## config.mk

```make
export PLATFORM = sky130hd
export DESIGN_NAME = shc_regs
export DESIGN_NICKNAME = d
export VERILOG_FILES = /design/src/rtl/segment_hotness_classifier_assert.svh /design/src/rtl/shc_pkg.sv /design/src/rtl/shc_regs.sv
export SDC_FILE = /design/constraint.sdc
export NUM_CORES = 1
export LEC_CHECK = 0
export BUFFER_PORTS_ARGS = -buffer_cell sky130_fd_sc_hd__buf_2
export CORE_ASPECT_RATIO = 2
export CORE_MARGIN = 2
export CORE_UTILIZATION = 50
export DETAILED_ROUTE_END_ITERATION = 12
export HOLD_SLACK_MARGIN = 0.12
export PLACE_DENSITY = 0.89
export SYNTH_ARGS = -nofsm -noshare
export SYNTH_HDL_FRONTEND = slang
export SYNTH_SLANG_ARGS = --single-unit
```

## constraint.sdc

```tcl
create_clock -name clk -period 3 [get_ports clk]
set_input_delay 0.6 -clock clk [delete_from_list [all_inputs] [get_ports clk]]
set_output_delay 0.6 -clock clk [all_outputs]
set_load 0.03 [all_outputs]
```

## src/rtl/segment_hotness_classifier_assert.svh

```systemverilog
// Assertion macros shared by the segment hotness classifier RTL.
// Expects signals clk and rst_n in the scope of use.
`ifndef SEGMENT_HOTNESS_CLASSIFIER_ASSERT_SVH
`define SEGMENT_HOTNESS_CLASSIFIER_ASSERT_SVH

// same-cycle implication
`define SHC_ASSERT_SAME(label, cond, prop) \
    label: assert property (@(posedge clk) disable iff (!rst_n) (cond) |-> (prop)) \
        else $error("shc assertion failed");

// next-cycle implication
`define SHC_ASSERT_NEXT(label, cond, prop) \
    label: assert property (@(posedge clk) disable iff (!rst_n) (cond) |=> (prop)) \
        else $error("shc assertion failed");

`endif

```

## src/rtl/shc_pkg.sv

```systemverilog
// Package for the segment hotness classifier: constants, codes, control types.
// No dependencies.
`default_nettype none
package shc_pkg;

    localparam int DEF_TABLE_DEPTH = 1024;

    localparam logic [31:0] ONE_Q16       = 32'd65536;
    localparam logic [31:0] DECAY_SPAN    = 32'd43200;
    localparam logic [31:0] DECAY_SPAN_SQ = 32'd1866240000;
    localparam logic [31:0] GAIN_Q16      = 32'd655360;
    localparam logic [31:0] HOT_BOUND     = 32'd983040;
    localparam logic [31:0] HOTTEST_BOUND = 32'd1638400;

    localparam logic [1:0] CLS_COLD    = 2'd0;
    localparam logic [1:0] CLS_HOT     = 2'd1;
    localparam logic [1:0] CLS_HOTTEST = 2'd2;

    localparam logic [2:0] REG_MODE        = 3'd0;
    localparam logic [2:0] REG_FIRST_TH    = 3'd1;
    localparam logic [2:0] REG_SECOND_TH   = 3'd2;
    localparam logic [2:0] REG_HOT_LIMIT   = 3'd3;
    localparam logic [2:0] REG_HOTTEST_LIM = 3'd4;

    typedef enum logic [3:0] {
        ST_IDLE,
        ST_LOOKUP,
        ST_PREP,
        ST_MUL1,
        ST_MUL2,
        ST_DIV_START,
        ST_DIV,
        ST_RANK,
        ST_COMMIT
    } state_t;

    typedef struct packed {
        logic capture;
        logic scan_lookup;
        logic scan_rank;
        logic mul1;
        logic mul2;
        logic div_start;
        logic commit;
    } cmd_t;

    typedef struct packed {
        logic scan_done;
        logic div_done;
        logic decay_mode;
        logic need_rank;
    } sts_t;

    typedef struct packed {
        logic        mode;
        logic [15:0] first_th;
        logic [15:0] second_th;
        logic [10:0] hot_limit;
        logic [10:0] hottest_limit;
    } cfg_t;

    function automatic logic [2:0] target_copies(input logic [1:0] cls);
        logic [2:0] t;
        case (cls)
            CLS_COLD:    t = 3'd0;
            CLS_HOT:     t = 3'd1;
            default:     t = 3'd3;
        endcase
        return t;
    endfunction

endpackage
`default_nettype wire

```

## src/rtl/shc_regs.sv

```systemverilog
// APB-style configuration registers of the segment hotness classifier.
// Depends on shc_pkg.
`default_nettype none
module shc_regs (
    input  wire logic         clk,
    input  wire logic         rst_n,
    input  wire logic         psel,
    input  wire logic         penable,
    input  wire logic         pwrite,
    input  wire logic [4:0]   paddr,
    input  wire logic [31:0]  pwdata,
    output logic [31:0]       prdata,
    output logic              pready,
    output shc_pkg::cfg_t     cfg
);
    import shc_pkg::*;

    cfg_t        cfg_reg;
    logic [2:0]  idx;
    logic        wr_en;

    assign idx    = paddr[4:2];
    assign wr_en  = psel && penable && pwrite;
    assign pready = 1'b1;
    assign cfg    = cfg_reg;

    always_ff @(posedge clk or negedge rst_n) begin
        if (!rst_n) begin
            cfg_reg <= '0;
        end
        else if (wr_en) begin
            unique case (idx)
                REG_MODE:        cfg_reg.mode          <= pwdata[0];
                REG_FIRST_TH:    cfg_reg.first_th      <= pwdata[15:0];
                REG_SECOND_TH:   cfg_reg.second_th     <= pwdata[15:0];
                REG_HOT_LIMIT:   cfg_reg.hot_limit     <= pwdata[10:0];
                REG_HOTTEST_LIM: cfg_reg.hottest_limit <= pwdata[10:0];
                default: ;
            endcase
        end
    end

    always_comb begin
        unique case (idx)
            REG_MODE:        prdata = {31'd0, cfg_reg.mode};
            REG_FIRST_TH:    prdata = {16'd0, cfg_reg.first_th};
            REG_SECOND_TH:   prdata = {16'd0, cfg_reg.second_th};
            REG_HOT_LIMIT:   prdata = {21'd0, cfg_reg.hot_limit};
            REG_HOTTEST_LIM: prdata = {21'd0, cfg_reg.hottest_limit};
            default:         prdata = 32'd0;
        endcase
    end
endmodule
`default_nettype wire

```

# Word level (Yosys, flattened, before mapping)
# Index checks and enable logic that the tools add are counted.
[word_totals]
register_bits = 55
in_bits = 42
output_inout_bits = 88
word_cells = 18
[classes]
n_eq_ne = 4
mux = 1
reduce_logical = 8
[ops]
columns = ["cell", "count"]
rows = [
  ["$pmux 16 s5", 1],
  ["$reduce_and 2->1", 5],
  ["$eq 3x2->1 const B", 2],
  ["$eq 3x1->1 const B", 1],
  ["$eq 3x3->1 const B", 1],
  ["$logic_not 3->1", 1],
  ["$logic_and 1x1->1", 2],
]

# Depth between registers and ports, before layout
[depth]
ltp_word = 3
ltp_mapped = 5
depth_no_buf = 3

# Worst setup path before layout
# OpenSTA, ideal clock, no wires.
[synth_path]
kind = "input-to-output"
from = "in paddr[2]"
to = "out prdata[11]"
arrival_ps = 1704
required_time_ps = 2400
setup_slack_ps = 696
path_stages = 5
path_cell_list = "buf_6 buf_2 and2b_1 a22oi_1 nor2_1"
[synth_between]
elab_chain_len = 2
word_cells_on_any_way = 6
[synth_rtl]
columns = ["element", "line_no", "text"]
rows = [
  ["start, declared", "shc_regs.sv:10", "input wire logic [4:0] paddr,"],
  ["$eq 3x3->1, or another cell as far along", "shc_regs.sv:44", "unique case (idx)"],
  ["$pmux 16 s5 (*)", "shc_regs.sv:44", ""],
  ["end, declared", "shc_regs.sv:12", "output logic [31:0] prdata,"],
]
# Every way passes the cells marked *; elsewhere a longest branch is shown, timed or not.

# Worst setup path in the final report
[layout_path]
from = "in paddr[4]"
to = "out prdata[5]"
# The elaborated chain is that of the path after synthesis.

==> results.py <==
metrics = {
    "sta": {
        "hold_viol_final": 0,
        "worst_clock_skew_ps": 0,
        "post-route-min-period_ps": 2550,
        "setup_viol": 0,
        "fmax_ghz": 0.392,
        "grt_setup_unrepaired": "false",
        "tns_ps": 0,
        "max-slew-margin-rel_pct": 39.0,
        "finalCritPeriodShare_pct": 84.9,
        "worst_pin_slew_ps": 915,
        "drv_slew": 0,
    },
    "synthesis": {
        "yosysUniqueCellTypes": 23,
        "synthesis.area_mm2": 0.00267,
        "synthCells": 197,
        "synth_top_area_cell": "dfrtp_1",
        "avgSynthCellArea_um2": 13.6,
        "synth-seq-area-share_pct": 51.5,
        "synth_top_area_share_pct": 51.5,
        "ys_seq_elements": 55,
        "yosys-top-cells-area": "dfrtp_1, mux2_2, buf_4",
        "yosysWarnings": 0,
    },
    "final_layout": {
        "layout_commonest_cell": "buf_2",
        "synthToLayoutAreaGrowth_pct": 21.5,
        "mostFrequentLayoutCells": "buf_2, mux2_2, dfrtp_1",
        "largest_register_ffs": 55,
        "final_area_mm2": 0.00324,
        "drive_above_1_share_pct": 58.0,
        "fin_nets": 341,
        "n_antenna_cell": 0,
    },
    "grt": {
        "globalRouteTotalUtil_pct": 21.5,
        "antenna_found_initial": 0,
        "grt_pass1_wl_um": 9680,
        "grt_max_degree": 43,
        "overflow": 0,
        "grt_pass1_vias": 1941,
    },
    "detailed_routing": {
        "drtAntennaViolNets": 0,
        "wl_per_cell_um": 17.3,
        "via_count": 1943,
        "wl_um": 6210,
        "drc": 0,
        "initialDrtViolationCount": 41,
        "drt-pass1-iter-count": 4,
        "routed_via_density": 5.43,
    },
    "floorplan": {
        "die_width_um": 55.7,
        "num_rows": 37,
        "die_area_mm2": 0.00598,
        "chipHeight_um": 107,
        "core_mm2": 0.00514,
        "pin_count": 130,
        "start_util_pct": 52.0,
    },
    "clock_network": {
        "clk_path_buf_depth": 2,
        "htree_levels": 2,
        "path_clk_slew_ps": 100,
        "postCtsHoldBufs": 0,
        "cts_tree": "yes",
        "cts_resized": 0,
        "post-cts-setup-buffers": 0,
        "cts_made_buffers": 5,
        "cts_sinks": 55,
        "worst_skew_pair.late_latency_ps": 310,
        "root_buffer": "clkbuf_8",
    },
    "outcome": {
        "status": "complete, no violations",
    },
    "power_and_ir_drop": {
        "leakage_nw": 1.72,
        "peakVddDrop_mv": 0.573,
        "p_total_w": 0.00222,
        "power.density_mw_per_mm2": 684,
    },
    "critical_path": {
        "cp.arrival_ps": 1950,
        "cp.required_ps": 2400,
        "crit_path_end_kind": "output pin",
        "critPathMaxFanout": 11,
        "cp-start-kind": "input port",
        "critPathKind": "input port to output pin",
    },
    "flow_run": {
        "cap_violations": 0,
    },
    "placed_design": {
        "port_buffers": 94,
        "routabilityCongestion": 0.768,
        "dpl.hpwl_um": 4760,
        "place_area_mm2": 0.00316,
    },
    "hold_path": {
        "hold_path.class": "input port to async pin",
    },
}
[worst max-delay path: stages]
cell      delay, ps
buf_2           260
nand2b_1        390
buf_4           210
nor2_1           50
a221o_1         260
buf_2           180
[path summary, 6_finish.rpt]
kind	to	cells past startpoint	slack, ps	startpoint
max	prdata[5]	6	450	paddr[4]
min	cfg[9]	1	410	rst_n
max reg2reg	cfg[39]	1	2200	cfg[39]
min reg2reg	cfg[38]	1	530	cfg[38]
max in group asynchronous	cfg[38]	2	1930	rst_n
min in group clk	cfg[52]	2	530	pwdata[14]
[layout make-up]
class / instances / area (um2)
Multi-Input combinational cell: 131 / 1150
Sequential cell: 55 / 1380
Timing Repair Buffer: 106 / 561
Clock buffer: 6 / 72.6
Fill cell: 413 / 1890
Tap cell: 58 / 72.6
Clock inverter: 2 / 12.5
[metrics by stage]
stage / hold WS [ps] / util, % / setup slack [ps] / cells
floorplan: 304 / - / 696 / 212
global placement: 508 / 61.5 / 459 / 350
detailed placement: 517 / 61.5 / 464 / 350
CTS: 429 / 63.1 / 453 / 358
global route: 476 / 63.1 / 342 / 358
finish: 412 / 63.1 / 452 / 358
[power by group]
group,switching [W],internal [W]
combinational,0.000551,0.000276
sequential,0.000109,0.000886
clock,0.000234,0.000164
[cells by family (layout without fill, tap and decap cells)]
group / count (synthesis) / count (layout) / share of synthesized area (%)
mux: 67 / 67 / 27.7
flops: 55 / 55 / 51.5
simple gates: 32 / 32 / 7.83
buf+inv: 26 / 114 / 7.50
compound gates: 15 / 15 / 5.15
other cells: 2 / 17 / 0.281
[routing by layer]
metal | wire length (um) | GRT usage, % | vias up
li1 | - | - | 873
met1 | 2150 | 22.1 | 960
met2 | 3480 | 39.4 | 90
met3 | 352 | 4.21 | 20
met4 | 223 | 12.2 | 0
met5 | 0 | 0 | -
[cell usage after synthesis, drive strengths merged]
master / instances
dfrtp: 55
nor3: 3
mux2: 55
nand4b: 1
a22oi: 5
nand4: 1
or3: 1
and2b: 1
nor2b: 1
conb: 2
nor3b: 2
nor2: 20
mux2i: 12
nand2b: 2
a221o: 10
buf: 26
(Power assumes the default switching activity.)
