$ cat src/rtl/segment_hotness_classifier_assert.svh
// Assertion macros shared by the segment hotness classifier RTL.
// Expects signals clk and rst_n in the scope of use.
`ifndef SEGMENT_HOTNESS_CLASSIFIER_ASSERT_SVH
`define SEGMENT_HOTNESS_CLASSIFIER_ASSERT_SVH

// same-cycle implication
`define SHC_ASSERT_SAME(label, cond, prop) \
    label: assert property (@(posedge clk) disable iff (!rst_n) (cond) |-> (prop)) \
        else $error("shc assertion failed");

// next-cycle implication
`define SHC_ASSERT_NEXT(label, cond, prop) \
    label: assert property (@(posedge clk) disable iff (!rst_n) (cond) |=> (prop)) \
        else $error("shc assertion failed");

`endif

$ cat src/rtl/shc_pkg.sv
// Package for the segment hotness classifier: constants, codes, control types.
// No dependencies.
`default_nettype none
package shc_pkg;

    localparam int DEF_TABLE_DEPTH = 1024;

    localparam logic [31:0] ONE_Q16       = 32'd65536;
    localparam logic [31:0] DECAY_SPAN    = 32'd43200;
    localparam logic [31:0] DECAY_SPAN_SQ = 32'd1866240000;
    localparam logic [31:0] GAIN_Q16      = 32'd655360;
    localparam logic [31:0] HOT_BOUND     = 32'd983040;
    localparam logic [31:0] HOTTEST_BOUND = 32'd1638400;

    localparam logic [1:0] CLS_COLD    = 2'd0;
    localparam logic [1:0] CLS_HOT     = 2'd1;
    localparam logic [1:0] CLS_HOTTEST = 2'd2;

    localparam logic [2:0] REG_MODE        = 3'd0;
    localparam logic [2:0] REG_FIRST_TH    = 3'd1;
    localparam logic [2:0] REG_SECOND_TH   = 3'd2;
    localparam logic [2:0] REG_HOT_LIMIT   = 3'd3;
    localparam logic [2:0] REG_HOTTEST_LIM = 3'd4;

    typedef enum logic [3:0] {
        ST_IDLE,
        ST_LOOKUP,
        ST_PREP,
        ST_MUL1,
        ST_MUL2,
        ST_DIV_START,
        ST_DIV,
        ST_RANK,
        ST_COMMIT
    } state_t;

    typedef struct packed {
        logic capture;
        logic scan_lookup;
        logic scan_rank;
        logic mul1;
        logic mul2;
        logic div_start;
        logic commit;
    } cmd_t;

    typedef struct packed {
        logic scan_done;
        logic div_done;
        logic decay_mode;
        logic need_rank;
    } sts_t;

    typedef struct packed {
        logic        mode;
        logic [15:0] first_th;
        logic [15:0] second_th;
        logic [10:0] hot_limit;
        logic [10:0] hottest_limit;
    } cfg_t;

    function automatic logic [2:0] target_copies(input logic [1:0] cls);
        logic [2:0] t;
        case (cls)
            CLS_COLD:    t = 3'd0;
            CLS_HOT:     t = 3'd1;
            default:     t = 3'd3;
        endcase
        return t;
    endfunction

endpackage
`default_nettype wire

$ cat src/rtl/shc_ctrl.sv
// Controller state machine of the segment hotness classifier.
// Depends on shc_pkg and segment_hotness_classifier_assert.svh.
`default_nettype none
module shc_ctrl (
    input  wire logic          clk,
    input  wire logic          rst_n,
    input  wire logic          in_valid,
    output logic               in_ready,
    output logic               out_valid,
    input  wire logic          out_ready,
    input  wire shc_pkg::sts_t sts,
    output shc_pkg::cmd_t      cmd
);
    import shc_pkg::*;

    state_t state_reg, state_next;
    logic   out_valid_reg, out_valid_next;
    logic   out_free;

    assign out_free = !out_valid_reg || out_ready;

    always_comb begin
        state_next = state_reg;
        unique case (state_reg)
            ST_IDLE:      if (in_valid) state_next = ST_LOOKUP;
            ST_LOOKUP:    if (sts.scan_done) state_next = ST_PREP;
            ST_PREP: begin
                if (sts.decay_mode)     state_next = ST_MUL1;
                else if (sts.need_rank) state_next = ST_RANK;
                else                    state_next = ST_COMMIT;
            end
            ST_MUL1:      state_next = ST_MUL2;
            ST_MUL2:      state_next = ST_DIV_START;
            ST_DIV_START: state_next = ST_DIV;
            ST_DIV:       if (sts.div_done) state_next = ST_COMMIT;
            ST_RANK:      if (sts.scan_done) state_next = ST_COMMIT;
            ST_COMMIT:    if (out_free) state_next = ST_IDLE;
            default:      state_next = ST_IDLE;
        endcase
    end

    always_comb begin
        cmd      = '0;
        in_ready = 1'b0;
        unique case (state_reg)
            ST_IDLE: begin
                in_ready        = 1'b1;
                cmd.capture     = in_valid;
                cmd.scan_lookup = in_valid;
            end
            ST_PREP:      cmd.scan_rank = !sts.decay_mode && sts.need_rank;
            ST_MUL1:      cmd.mul1 = 1'b1;
            ST_MUL2:      cmd.mul2 = 1'b1;
            ST_DIV_START: cmd.div_start = 1'b1;
            ST_COMMIT:    cmd.commit = out_free;
            default: ;
        endcase
    end

    always_comb begin
        out_valid_next = out_valid_reg;
        if (cmd.commit)
            out_valid_next = 1'b1;
        else if (out_ready)
            out_valid_next = 1'b0;
    end

    always_ff @(posedge clk or negedge rst_n) begin
        if (!rst_n) begin
            state_reg     <= ST_IDLE;
            out_valid_reg <= 1'b0;
        end
        else begin
            state_reg     <= state_next;
            out_valid_reg <= out_valid_next;
        end
    end

    assign out_valid = out_valid_reg;

`include "segment_hotness_classifier_assert.svh"

    `SHC_ASSERT_NEXT(a_accept_starts_lookup, in_valid && in_ready, state_reg == ST_LOOKUP)
    `SHC_ASSERT_NEXT(a_commit_shows_result, cmd.commit, out_valid_reg)
    `SHC_ASSERT_SAME(a_commit_no_overwrite, cmd.commit, !out_valid_reg || out_ready)
endmodule
`default_nettype wire

$ cat config.mk
export PLATFORM = sky130hd
export DESIGN_NAME = shc_ctrl
export DESIGN_NICKNAME = d
export VERILOG_FILES = /design/src/rtl/shc_pkg.sv /design/src/rtl/shc_ctrl.sv
export VERILOG_INCLUDE_DIRS = /design/src /design/src/rtl
export SDC_FILE = /design/constraint.sdc
export NUM_CORES = 1
export LEC_CHECK = 0
export BUFFER_PORTS_ARGS = -buffer_cell sky130_fd_sc_hd__buf_4
export CAP_MARGIN = 20
export CORE_AREA = 2 2 39 41
export CTS_CLUSTER_SIZE = 40
export DETAILED_ROUTE_END_ITERATION = 8
export DIE_AREA = 0 0 41 43
export GPL_ROUTABILITY_DRIVEN = 0
export HOLD_SLACK_MARGIN = 0.08
export MAX_ROUTING_LAYER = met4
export SLEW_MARGIN = 20
export SYNTH_ARGS = -nofsm -noshare
export SYNTH_HDL_FRONTEND = slang
export SYNTH_SLANG_ARGS = --single-unit
$ cat constraint.sdc
create_clock -name clk -period 1.64 [get_ports clk]
set_clock_uncertainty 0.15 [all_clocks]
set_input_delay 0.164 -clock clk [delete_from_list [all_inputs] [get_ports clk]]
set_output_delay 0.164 -clock clk [all_outputs]
set_load 0.05 [all_outputs]
### After elaboration in Yosys (flattened, before gate mapping)

Cells that the tools add are included.

| cells by class | value |
|---|---|
| add/subtract/negate cells | 0 |
| multiply operators | 0 |
| divide/modulo/power cells | 0 |
| $lt $le $gt $ge | 0 |
| eq/ne operators | 13 |
| shift operators | 0 |
| muxes and demuxes | 17 |
| bitwise logic cells | 0 |
| reduce and logical (&&, ||, !) cells | 7 |

Operators by type and width:

| cell | count |
|---|---|
| $pmux W4 S9 | 1 |
| $mux W4 | 7 |
| $eq A4 B3 Y1 const B | 4 |
| $ne A2 B2 Y1 const B | 5 |
| $eq A4 B2 Y1 const B | 2 |
| $mux W1 | 8 |
| $reduce_and A5 Y1 | 1 |
| $eq A4 B1 Y1 const B | 1 |
| $eq A4 B4 Y1 const B | 1 |
| $logic_not A4 Y1 | 1 |
| $logic_not A1 Y1 | 2 |
| $mux W2 | 1 |
| $reduce_bool A2 Y1 | 1 |
| $logic_and A1 B1 Y1 | 1 |
| $logic_or A1 B1 Y1 | 1 |

| word-level totals | value |
|---|---|
| register bits after elaboration | 5 |
| latch bits | 0 |
| bits in writable memories | 0 |
| ROM bits | 0 |
| bits of input ports | 8 |
| output and inout port bits | 9 |
| logic and storage cells | 39 |
| memories | 0 |

### Depth between registers and ports, before layout

Gate-level depths: netlist (run 1).

| depth | value |
|---|---|
| word-level depth | 4 |
| depth in mapped cells | 4 |
| mapped depth without buffers | 3 |

### Worst setup path after synthesis (run 1)

No wires, ideal clock.

| timing path | value |
|---|---|
| path type | reg2out |
| from | reg state_reg[1] |
| to | out cmd[6] (netlist bit) |
| data arrival time | 2429 ps |
| data required time | 1326 ps |
| path slack | -1103 ps |
| stages on the path, launching flop included | 5 |
| buffers on the path | 2 |
| path through | dfrtp_1 buf_2 nor4_2 and2_1 buf_4 |

RTL lines:

| element | RTL line | source |
|---|---|---|
| start, declared | shc_ctrl.sv:16 | `state_t state_reg, state_next;` |
| start signal, assigned | shc_ctrl.sv:74 | `state_reg <= state_next;` |
| end, declared | shc_ctrl.sv:12 | `output shc_pkg::cmd_t cmd` |

==> results of run 1 <==
area by class of cell:
type / count / area share (%)
Tap cell: 16 / 2.623
Timing Repair Buffer: 30 / 38.85
Sequential cell: 5 / 16.39
Clock buffer: 4 / 3.443
Multi-Input combinational cell: 34 / 38.69
cells in the mapped netlist (all sizes together):
cell type | number | share of area (%)
nand4b | 1 | 2.1
nor4 | 1 | 3.1
and3 | 1 | 1.5
nand2b | 1 | 1.5
and2 | 1 | 1.5
nand2 | 3 | 2.8
nor3 | 3 | 3.7
nor4bb | 1 | 2.4
or4b | 1 | 3.4
buf | 5 | 8.9
and4b | 1 | 2.4
a22o | 1 | 2.1
a2111o | 1 | 2.8
clkbuf | 1 | 0.92
o21ai | 2 | 2.4
or3 | 1 | 1.5
a31oi | 1 | 1.5
nor2 | 2 | 1.8
nor2b | 4 | 6.1
nor4b | 1 | 2.1
mux2 | 1 | 2.8
a21oi | 1 | 1.2
dfrtp | 5 | 31
nor3b | 1 | 1.8
o21a | 2 | 3.7
o22ai | 1 | 3.1
xor2 | 1 | 2.1
path summary, 6_finish.rpt:
check                                  start           end  slack [ps]  depth (start not counted)
worst max register to register  state_reg[2]  state_reg[0]          90                          7
worst min-delay path                   rst_n  state_reg[1]          80                          2
worst min register to register     out_valid     out_valid         390                          2
worst max-delay path            state_reg[1]        cmd[0]        -160                          3
min in group clk                   out_ready     out_valid          80                          3
max in group asynchronous              rst_n  state_reg[0]        1140                          2
cells by family after synthesis:
group / count (synthesis)
compound gates: 9
buf+inv: 6
simple gates: 23
flops: 5
mux: 1
xor+xnor: 1
report_power, final:
| group | internal [mW] | switching [mW] | leakage [nW] |
|---|---|---|---|
| sequential | 0.174 | 0.0395 | 0.0640 |
| combinational | 0.606 | 0.619 | 0.271 |
| clock | 0.0926 | 0.0600 | 0.0150 |
per-layer routing:
| layer | part of all wire (%) | vias up |
|---|---|---|
| met1 | 40 | 208 |
| li1 | - | 218 |
| met4 | 1.6 | 0 |
| met3 | 3.8 | 3 |
| met2 | 54 | 9 |
| met5 | 0 | - |
metrics by stage:
| step | cells | power [mW] | area, um^2 |
|---|---|---|---|
| floorplan | 45 | 0.9121 | 446.7 |
| global route | 89 | 1.688 | 763.2 |
| finish | 89 | 1.591 | 763.2 |
| detailed placement | 75 | 1.112 | 575.6 |
| global placement | 75 | 1.104 | 575.6 |
| CTS | 83 | 1.382 | 679.4 |
placed cells by master (no fill, tap or decap), types with 2 or more instances in the layout:
master / instances
buf_4: 15
buf_6: 11
dfrtp_1: 5
nor2b_1: 3
nand2_1: 3
nor3_1: 3
clkbuf_4: 3
o21ai_1: 2
o21a_1: 2
buf_8: 2
timing repair:
item / in CTS / in global routing
setup buffers: 3 / 6
hold endpoints to repair: 5 / 0
pin swaps: 2 / 4
resized for setup: 11 / 9
setup endpoints to repair: 6 / 8
hold buffers: 1 / 0
==> impl_metrics.json, run 1 <==
{
  "grt_pass1_vias": 398,
  "largest_register_ff_count": 4,
  "cts_root_buffer": "clkbuf_4",
  "die-height_um": 43,
  "maxSlewHeadroom_pct": 80.09,
  "nNetsFinal": 82,
  "rsz0062_at_grt": "true",
  "cp_num_buf_inv": 1,
  "grt_first_pass_wirelength_mm": 1.731,
  "first_iter_violations": 7,
  "syn_area_um2": 409.1,
  "grt_util_met2_pct": 23.13,
  "hp-class": "input pin to async pin",
  "ys_warn_count": 0,
  "dr.pass1.iters": 2,
  "grt_max_degree": 15,
  "busiest_layer": "met2",
  "end_kind": "output port",
  "synth-simple-area-share_pct": 37.92,
  "finalSetupTns_ps": -427.8,
  "nFillCells": 113,
  "startpoint_type": "flip-flop",
  "synth.mux.area_fraction_pct": 2.752,
  "synthCells": 45,
  "fin_crit_ps": 1801,
  "synthXorXnorAreaFrac_pct": 2.141,
  "globalRouteTotalUtil_pct": 15.20,
  "crit_slowest_cell": "or4b_4",
  "clk_pin_slew_ps": 50,
  "core.rowCount": 14,
  "avgViaCountPerCell": 4.921,
  "status": "complete, but fails checks",
  "cts_buffers": 3,
  "synth_fp_nets": 53,
  "fmax_ghz": 0.5551,
  "worstMarginPinSlew_ps": 296.4,
  "syn_area_per_cell_um2": 9.092,
  "finalSetupViolCount": 7,
  "wl_per_cell_um": 12.28,
  "dr_total_vias": 438,
  "worstPathMaxFanout": 2,
  "power.density_nw_per_um2": 2084,
  "drive_gt1_share_pct": 54.79,
  "ys_ff_latch": 5,
  "drv_cap": 0,
  "finalHoldViolCount": 0,
  "synth_top_family_by_area": "simple AND/OR/NAND/NOR gates",
  "antenna_found_initial": 0,
  "antenna_cells": 0,
  "vdd_drop_max_mv": 0.7412,
  "report.final.slew_viol_count": 0,
  "holdWs_ps": 78.32,
  "cts_max_level": 1,
  "clock_sinks": 5,
  "synthToLayoutAreaGrowth_pct": 86.54,
  "synthDistinctLibCells": 29,
  "use_met1_pct": 16.99,
  "regArea_um2": 125.1,
  "final_core_util_pct": 55.15,
  "fin_crit_sh_pct": 109.8,
  "core_area_um2": 1384,
  "hpwlAfterDp_um": 674.6,
  "cpPeakStageDelay_ps": 550,
  "place_ws_ps": 67.93,
  "synth_compound_area_share_pct": 16.82,
  "cts_tree": "done",
  "cp_data_arrival_time_ps": 1490,
  "met3_usage_pct": 4.712,
  "synthAdderAreaFrac_pct": 0,
  "ant_nets": 0,
  "io_buffers": 16,
  "start_util_pct": 29.57,
  "ys_seq_area_share_pct": 30.58,
  "clkLatencyLatePin_ps": 250,
  "required_ps": 1330,
  "io_pins": 17,
  "p_leak_nw": 0.3499,
  "multi_input_comb_area_um2": 295.3,
  "die_w_um": 41,
  "cts_buffer_depth": 2,
  "cp_top_family": "simple AND/OR/NAND/NOR gates",
  "worstPathCellList": "or4b_4 > nor2b_2 > buf_6",
  "die-area_um2": 1763,
  "grt-ovfl-total": 0,
  "violations": "setup timing",
  "drt_wl_total_mm": 1.093,
  "critical_path_class": "flip-flop to output port",
  "fin_ws_ps": -161.4,
  "drcViolationCount": 0
}
Power figures use the tool's default switching activity.
==> inputs of run 2 (changes only) <==
--- a/config.mk
+++ b/config.mk
@@ -6,13 +6,12 @@
 export SDC_FILE = /design/constraint.sdc
 export NUM_CORES = 1
 export LEC_CHECK = 0
-export BUFFER_PORTS_ARGS = -buffer_cell sky130_fd_sc_hd__buf_4
 export CAP_MARGIN = 20
 export CORE_AREA = 2 2 39 41
 export CTS_CLUSTER_SIZE = 40
 export DETAILED_ROUTE_END_ITERATION = 8
 export DIE_AREA = 0 0 41 43
-export GPL_ROUTABILITY_DRIVEN = 0
+export DONT_BUFFER_PORTS = 1
 export HOLD_SLACK_MARGIN = 0.08
 export MAX_ROUTING_LAYER = met4
 export SLEW_MARGIN = 20
==> run 2 against run 1 <==
Net effect:
- the flow still finishes with violations (setup timing)
- non-clock buffer count fell by 5
- routed wire length fell by 4.4%
- cell count fell by 5.6%
- sequential power fell by 2%
- die area did not move
- flip-flop and latch count did not move
- total power fell by 5.3%
- combinational power fell by 5%
- worst hold slack improved by 1.0 ps
- register-to-register slack improved by 40 ps
- critical path type unchanged
- critical endpoint unchanged
==> impl_metrics.json, run 2 (same netlist as run 1, synthesis figures left out) <==
{
  "violations": "setup timing",
  "nNetsFinal": 77,
  "die_w_um": 41,
  "largest_register_ff_count": 4,
  "final_common_cell": "buf_4",
  "cts_buffer_depth": 2,
  "place_congestion": 0.7334,
  "start_util_pct": 29.57,
  "startpoint_type": "flip-flop",
  "finalSetupViolCount": 6,
  "grt_first_pass_wirelength_mm": 1.524,
  "drt_wl_total_mm": 1.045,
  "maxSlewHeadroom_pct": 80.23,
  "dpl_cell_area_um2": 520.5,
  "cts_root_buffer": "clkbuf_4",
  "fin_crit_sh_pct": 107.1,
  "worstMarginPinSlew_ps": 294.2,
  "core_area_um2": 1384,
  "final_area_um2": 726.9,
  "vdd_drop_max_mv": 0.6194,
  "report.final.slew_viol_count": 0,
  "antenna_cells": 0,
  "finalHoldViolCount": 0,
  "critical_path_class": "flip-flop to output port",
  "globalRouteTotalUtil_pct": 12.73,
  "nFillCells": 125,
  "most-common-layout-cells": "buf_4 (10), buf_6 (7), dlygate4sd3_1 (5), dfrtp_1 (5)",
  "power.density_nw_per_um2": 2073,
  "dr.pass1.iters": 5,
  "status": "complete, but fails checks",
  "antenna_found_initial": 0,
  "hpwlAfterDp_um": 610.3,
  "fmax_ghz": 0.5694,
  "io_buffers": 0,
  "required_ps": 1330,
  "fin_crit_ps": 1756,
  "cts_buffers": 3,
  "clk_pin_slew_ps": 40,
  "core.rowCount": 14,
  "rsz0062_at_grt": "true",
  "drive_gt1_share_pct": 47.06,
  "finalSetupTns_ps": -403.7,
  "dr_total_vias": 416,
  "cts_max_level": 1,
  "worstPathMaxFanout": 2,
  "wl_per_cell_um": 12.44,
  "clkLatencyLatePin_ps": 230,
  "grt_pass1_vias": 371,
  "end_kind": "output port",
  "die-height_um": 43,
  "synthToLayoutAreaGrowth_pct": 77.68,
  "avgViaCountPerCell": 4.952,
  "place_ws_ps": 87.91,
  "cp_data_arrival_time_ps": 1440,
  "die-area_um2": 1763,
  "drv_cap": 0,
  "grt_max_degree": 15,
  "cts_tree": "done",
  "fin_ws_ps": -116.2,
  "hp-class": "input pin to flip-flop",
  "drcViolationCount": 0,
  "ant_nets": 0,
  "first_iter_violations": 12,
  "clock_sinks": 5,
  "io_pins": 17,
  "grt-ovfl-total": 0,
  "p_leak_nw": 0.3157
}
==> run 2: cell count changes in the layout (fill, tap and decap cells not counted) <==
cell,before,now
buf_12,1,3
dlygate4sd3_1,1,5
buf_8,2,0
nor4b_2,0,1
buf_6,11,7
nor4b_4,1,0
buf_4,15,10
and3_1,1,0
and3_4,0,1
==> run 2: worst max-delay path, cell delays in order, from the launching register on <==
cell and delay (ps):
dfrtp_1 370, or4b_4 540, nor2b_2 130, buf_6 160
==> run 2: path summary, 6_finish.rpt <==
check	start	endpoint	slack [ps]	depth (start not counted)
min in group asynchronous	rst_n	out_valid	610	2
max reg2reg	state_reg[2]	state_reg[3]	130	5
min	sts[3]	state_reg[3]	80	3
max in group asynchronous	rst_n	state_reg[2]	550	2
min reg2reg	out_valid	out_valid	390	2
max	state_reg[1]	cmd[0]	-120	3
==> run 2: per-stage QoR <==
| step | instances | utilization, % | power (mW) | hold WS [ps] |
|---|---|---|---|---|
| after floorplan | 45 | - | 0.9121 | -281.6 |
| after global placement | 66 | 37.61 | 1.068 | -281.5 |
| after detailed placement | 66 | 37.61 | 1.073 | -281.5 |
| after CTS | 78 | 45.21 | 1.251 | 80.94 |
| after global routing | 84 | 52.53 | 1.596 | 103.3 |
| final | 84 | 52.53 | 1.507 | 79.35 |
==> run 2: power breakdown <==
part	switching [mW]	internal [mW]
clock	0.0445	0.0916
sequential	0.0348	0.174
combinational	0.602	0.560
total	0.681	0.826
==> run 2: final cells by class <==
class	instances	area (um^2)	share of cell area, %
multi-input combinational	34	291.5	40.10
timing repair buffer	25	264.0	36.32
clock buffer	4	26.28	3.614
tap	16	20.02	2.754
sequential	5	125.1	17.21
==> run 2: routing by layer <==
| layer | global-route usage [%] | vias to the layer above | wire (um) |
|---|---|---|---|
| li1 | - | 212 | - |
| met4 | 6.000 | 0 | 0 |
| met5 | - | - | 0 |
| met1 | 16.39 | 191 | 458 |
| met2 | 18.75 | 13 | 534 |
| met3 | 2.094 | 0 | 52 |
==> run 2: repair_timing <==
action | CTS | global route
gates resized for setup | 2 | 10
endpoints found under the setup margin | 3 | 8
hold buffers | 5 | 0
setup buffers | 3 | 6
pin swaps | 2 | 4
hold endpoints to repair | 9 | 0
==> inputs of run 3 (changes only) <==
--- a/config.mk
+++ b/config.mk
@@ -14,6 +14,7 @@
 export DONT_BUFFER_PORTS = 1
 export HOLD_SLACK_MARGIN = 0.08
 export MAX_ROUTING_LAYER = met4
+export SETUP_SLACK_MARGIN = 0.15
 export SLEW_MARGIN = 20
 export SYNTH_ARGS = -nofsm -noshare
 export SYNTH_HDL_FRONTEND = slang
==> run 3 against run 2 <==
Net effect:
- the run still ends with setup timing left
- critical path type unchanged
- combinational power fell by 4%
- first-iteration DRC count is 58% lower
- maximum frequency fell by 0.66%
==> impl_metrics.json, run 3 (same netlist as run 1, synthesis figures left out) <==
{
  "status": "complete, but fails checks",
  "violations": "setup timing",
  "fmax_ghz": 0.5656,
  "combPwrFrac_pct": 76.0,
  "drive_gt1_share_pct": 45.31,
  "cts_tree": "done",
  "cts_buffer_depth": 2,
  "first_iter_violations": 5,
  "cts_root_buffer": "clkbuf_4",
  "globalRouteTotalUtil_pct": 13.37,
  "antenna_cells": 0,
  "finalSetupViolCount": 6,
  "maxSlewHeadroom_pct": 80.63,
  "most-common-layout-cells": "buf_6 (6), buf_4 (6), dlygate4sd3_1 (5), dfrtp_1 (5)",
  "core.rowCount": 14,
  "avgViaCountPerCell": 4.988,
  "fin_crit_ps": 1768,
  "io_buffers": 0,
  "hp-class": "input pin to flip-flop",
  "critical_path_class": "flip-flop to output port",
  "die-area_um2": 1763,
  "swShare_pct": 46.33,
  "drcViolationCount": 0,
  "internal-power_mw": 0.7828,
  "synthToLayoutAreaGrowth_pct": 74.62,
  "core_area_um2": 1384,
  "p_leak_nw": 0.2983,
  "fin_crit_sh_pct": 107.8,
  "end_kind": "output port",
  "finalHoldViolCount": 0,
  "required_ps": 1330,
  "wl_per_cell_um": 11.93,
  "rsz0062_at_grt": "true",
  "clkLatencyLatePin_ps": 250,
  "antenna_found_initial": 0,
  "grt_max_degree": 15,
  "hpwlAfterDp_um": 617,
  "nNetsFinal": 73,
  "dr.pass1.iters": 2,
  "grt_first_pass_wirelength_mm": 1.531,
  "final_core_util_pct": 51.63,
  "die-height_um": 43,
  "die_w_um": 41,
  "worstPathMaxFanout": 2,
  "nFillCells": 126,
  "power.density_nw_per_um2": 2042,
  "worstMarginPinSlew_ps": 292.0,
  "ant_nets": 0,
  "p_switching_mw": 0.6759,
  "cts_max_level": 1,
  "cp_data_arrival_time_ps": 1450,
  "drt_wl_total_um": 954,
  "place_congestion": 0.7730,
  "report.final.slew_viol_count": 0,
  "clock_sinks": 5,
  "io_pins": 17,
  "clk_pin_slew_ps": 50,
  "dr_total_vias": 399,
  "cts_buffers": 3,
  "fin_ws_ps": -127.9,
  "start_util_pct": 29.57,
  "grt-ovfl-total": 0,
  "pwr-share-clk_pct": 10.0,
  "startpoint_type": "flip-flop",
  "finalSetupTns_ps": -469.1,
  "largest_register_ff_count": 4,
  "vdd_drop_max_mv": 0.5944,
  "grt_pass1_vias": 373,
  "p_seq_share_pct": 14.0,
  "drv_cap": 0
}
==> run 3: area by class of cell <==
type	count	area (um^2)	area share, %
clock buffers	4	26.28	3.678
flip-flops and latches	5	125.1	17.51
repair buffers	21	237.7	33.27
multi-input cells	34	305.3	42.73
well taps	16	20.02	2.802
==> run 3: timing repair <==
action                     CTS  global route
hold endpoints to repair     9             0
pin swaps                    3             5
gates resized for setup      8             7
setup endpoints to repair    8            10
hold buffers                 5             0
setup buffers                3             1
==> run 3: routing by layer <==
metal	GRT usage, %	share of wire (%)	vias up
met5	-	0	-
met4	10.00	2.6	0
met3	1.571	2.5	2
met2	19.38	52	7
met1	16.12	43	187
li1	-	-	203
==> run 3: critical path: stages (launching register included) <==
cell,delay [ps]
dfrtp_1,370
or4b_4,540
nor2b_2,130
buf_6,160
==> run 3: metrics by stage <==
| step | instances | hold slack (ps) | area, um^2 | power [mW] | worst slack (ps) |
|---|---|---|---|---|---|
| 6_report | 80 | 74.18 | 714.4 | 1.459 | -127.9 |
| 5_1_grt | 80 | 96.40 | 714.4 | 1.548 | -181.8 |
| 4_1_cts | 79 | 87.17 | 673.1 | 1.374 | -139.0 |
| 3_5_place_dp | 67 | -281.5 | 528.0 | 1.091 | 78.82 |
| 3_3_place_gp | 67 | -281.5 | 528.0 | 1.088 | 103.4 |
| 2_1_floorplan | 45 | -281.6 | 446.7 | 0.9121 | -408.9 |
==> run 3: final timing paths <==
kind / slack [ps] / cells after the start / to / from
worst max register to register: 150 / 5 / state_reg[3] / state_reg[3]
min in group asynchronous: 620 / 2 / state_reg[2] / rst_n
worst max-delay path: -130 / 3 / cmd[0] / state_reg[2]
worst min register to register: 510 / 3 / out_valid / state_reg[2]
worst min-delay path: 70 / 3 / state_reg[2] / sts[2]
max in group asynchronous: 530 / 2 / state_reg[3] / rst_n
==> run 3: power by group through the flow <==
| stage | registers (mW) | clock network, mW | logic, mW |
|---|---|---|---|
| final | 0.205 | 0.146 | 1.11 |
| after global routing | 0.212 | 0.151 | 1.18 |
| after CTS | 0.201 | 0.148 | 1.03 |
| after detailed placement | 0.203 | 0 | 0.888 |
| after global placement | 0.202 | 0 | 0.886 |
| after floorplan | 0.240 | 0 | 0.672 |
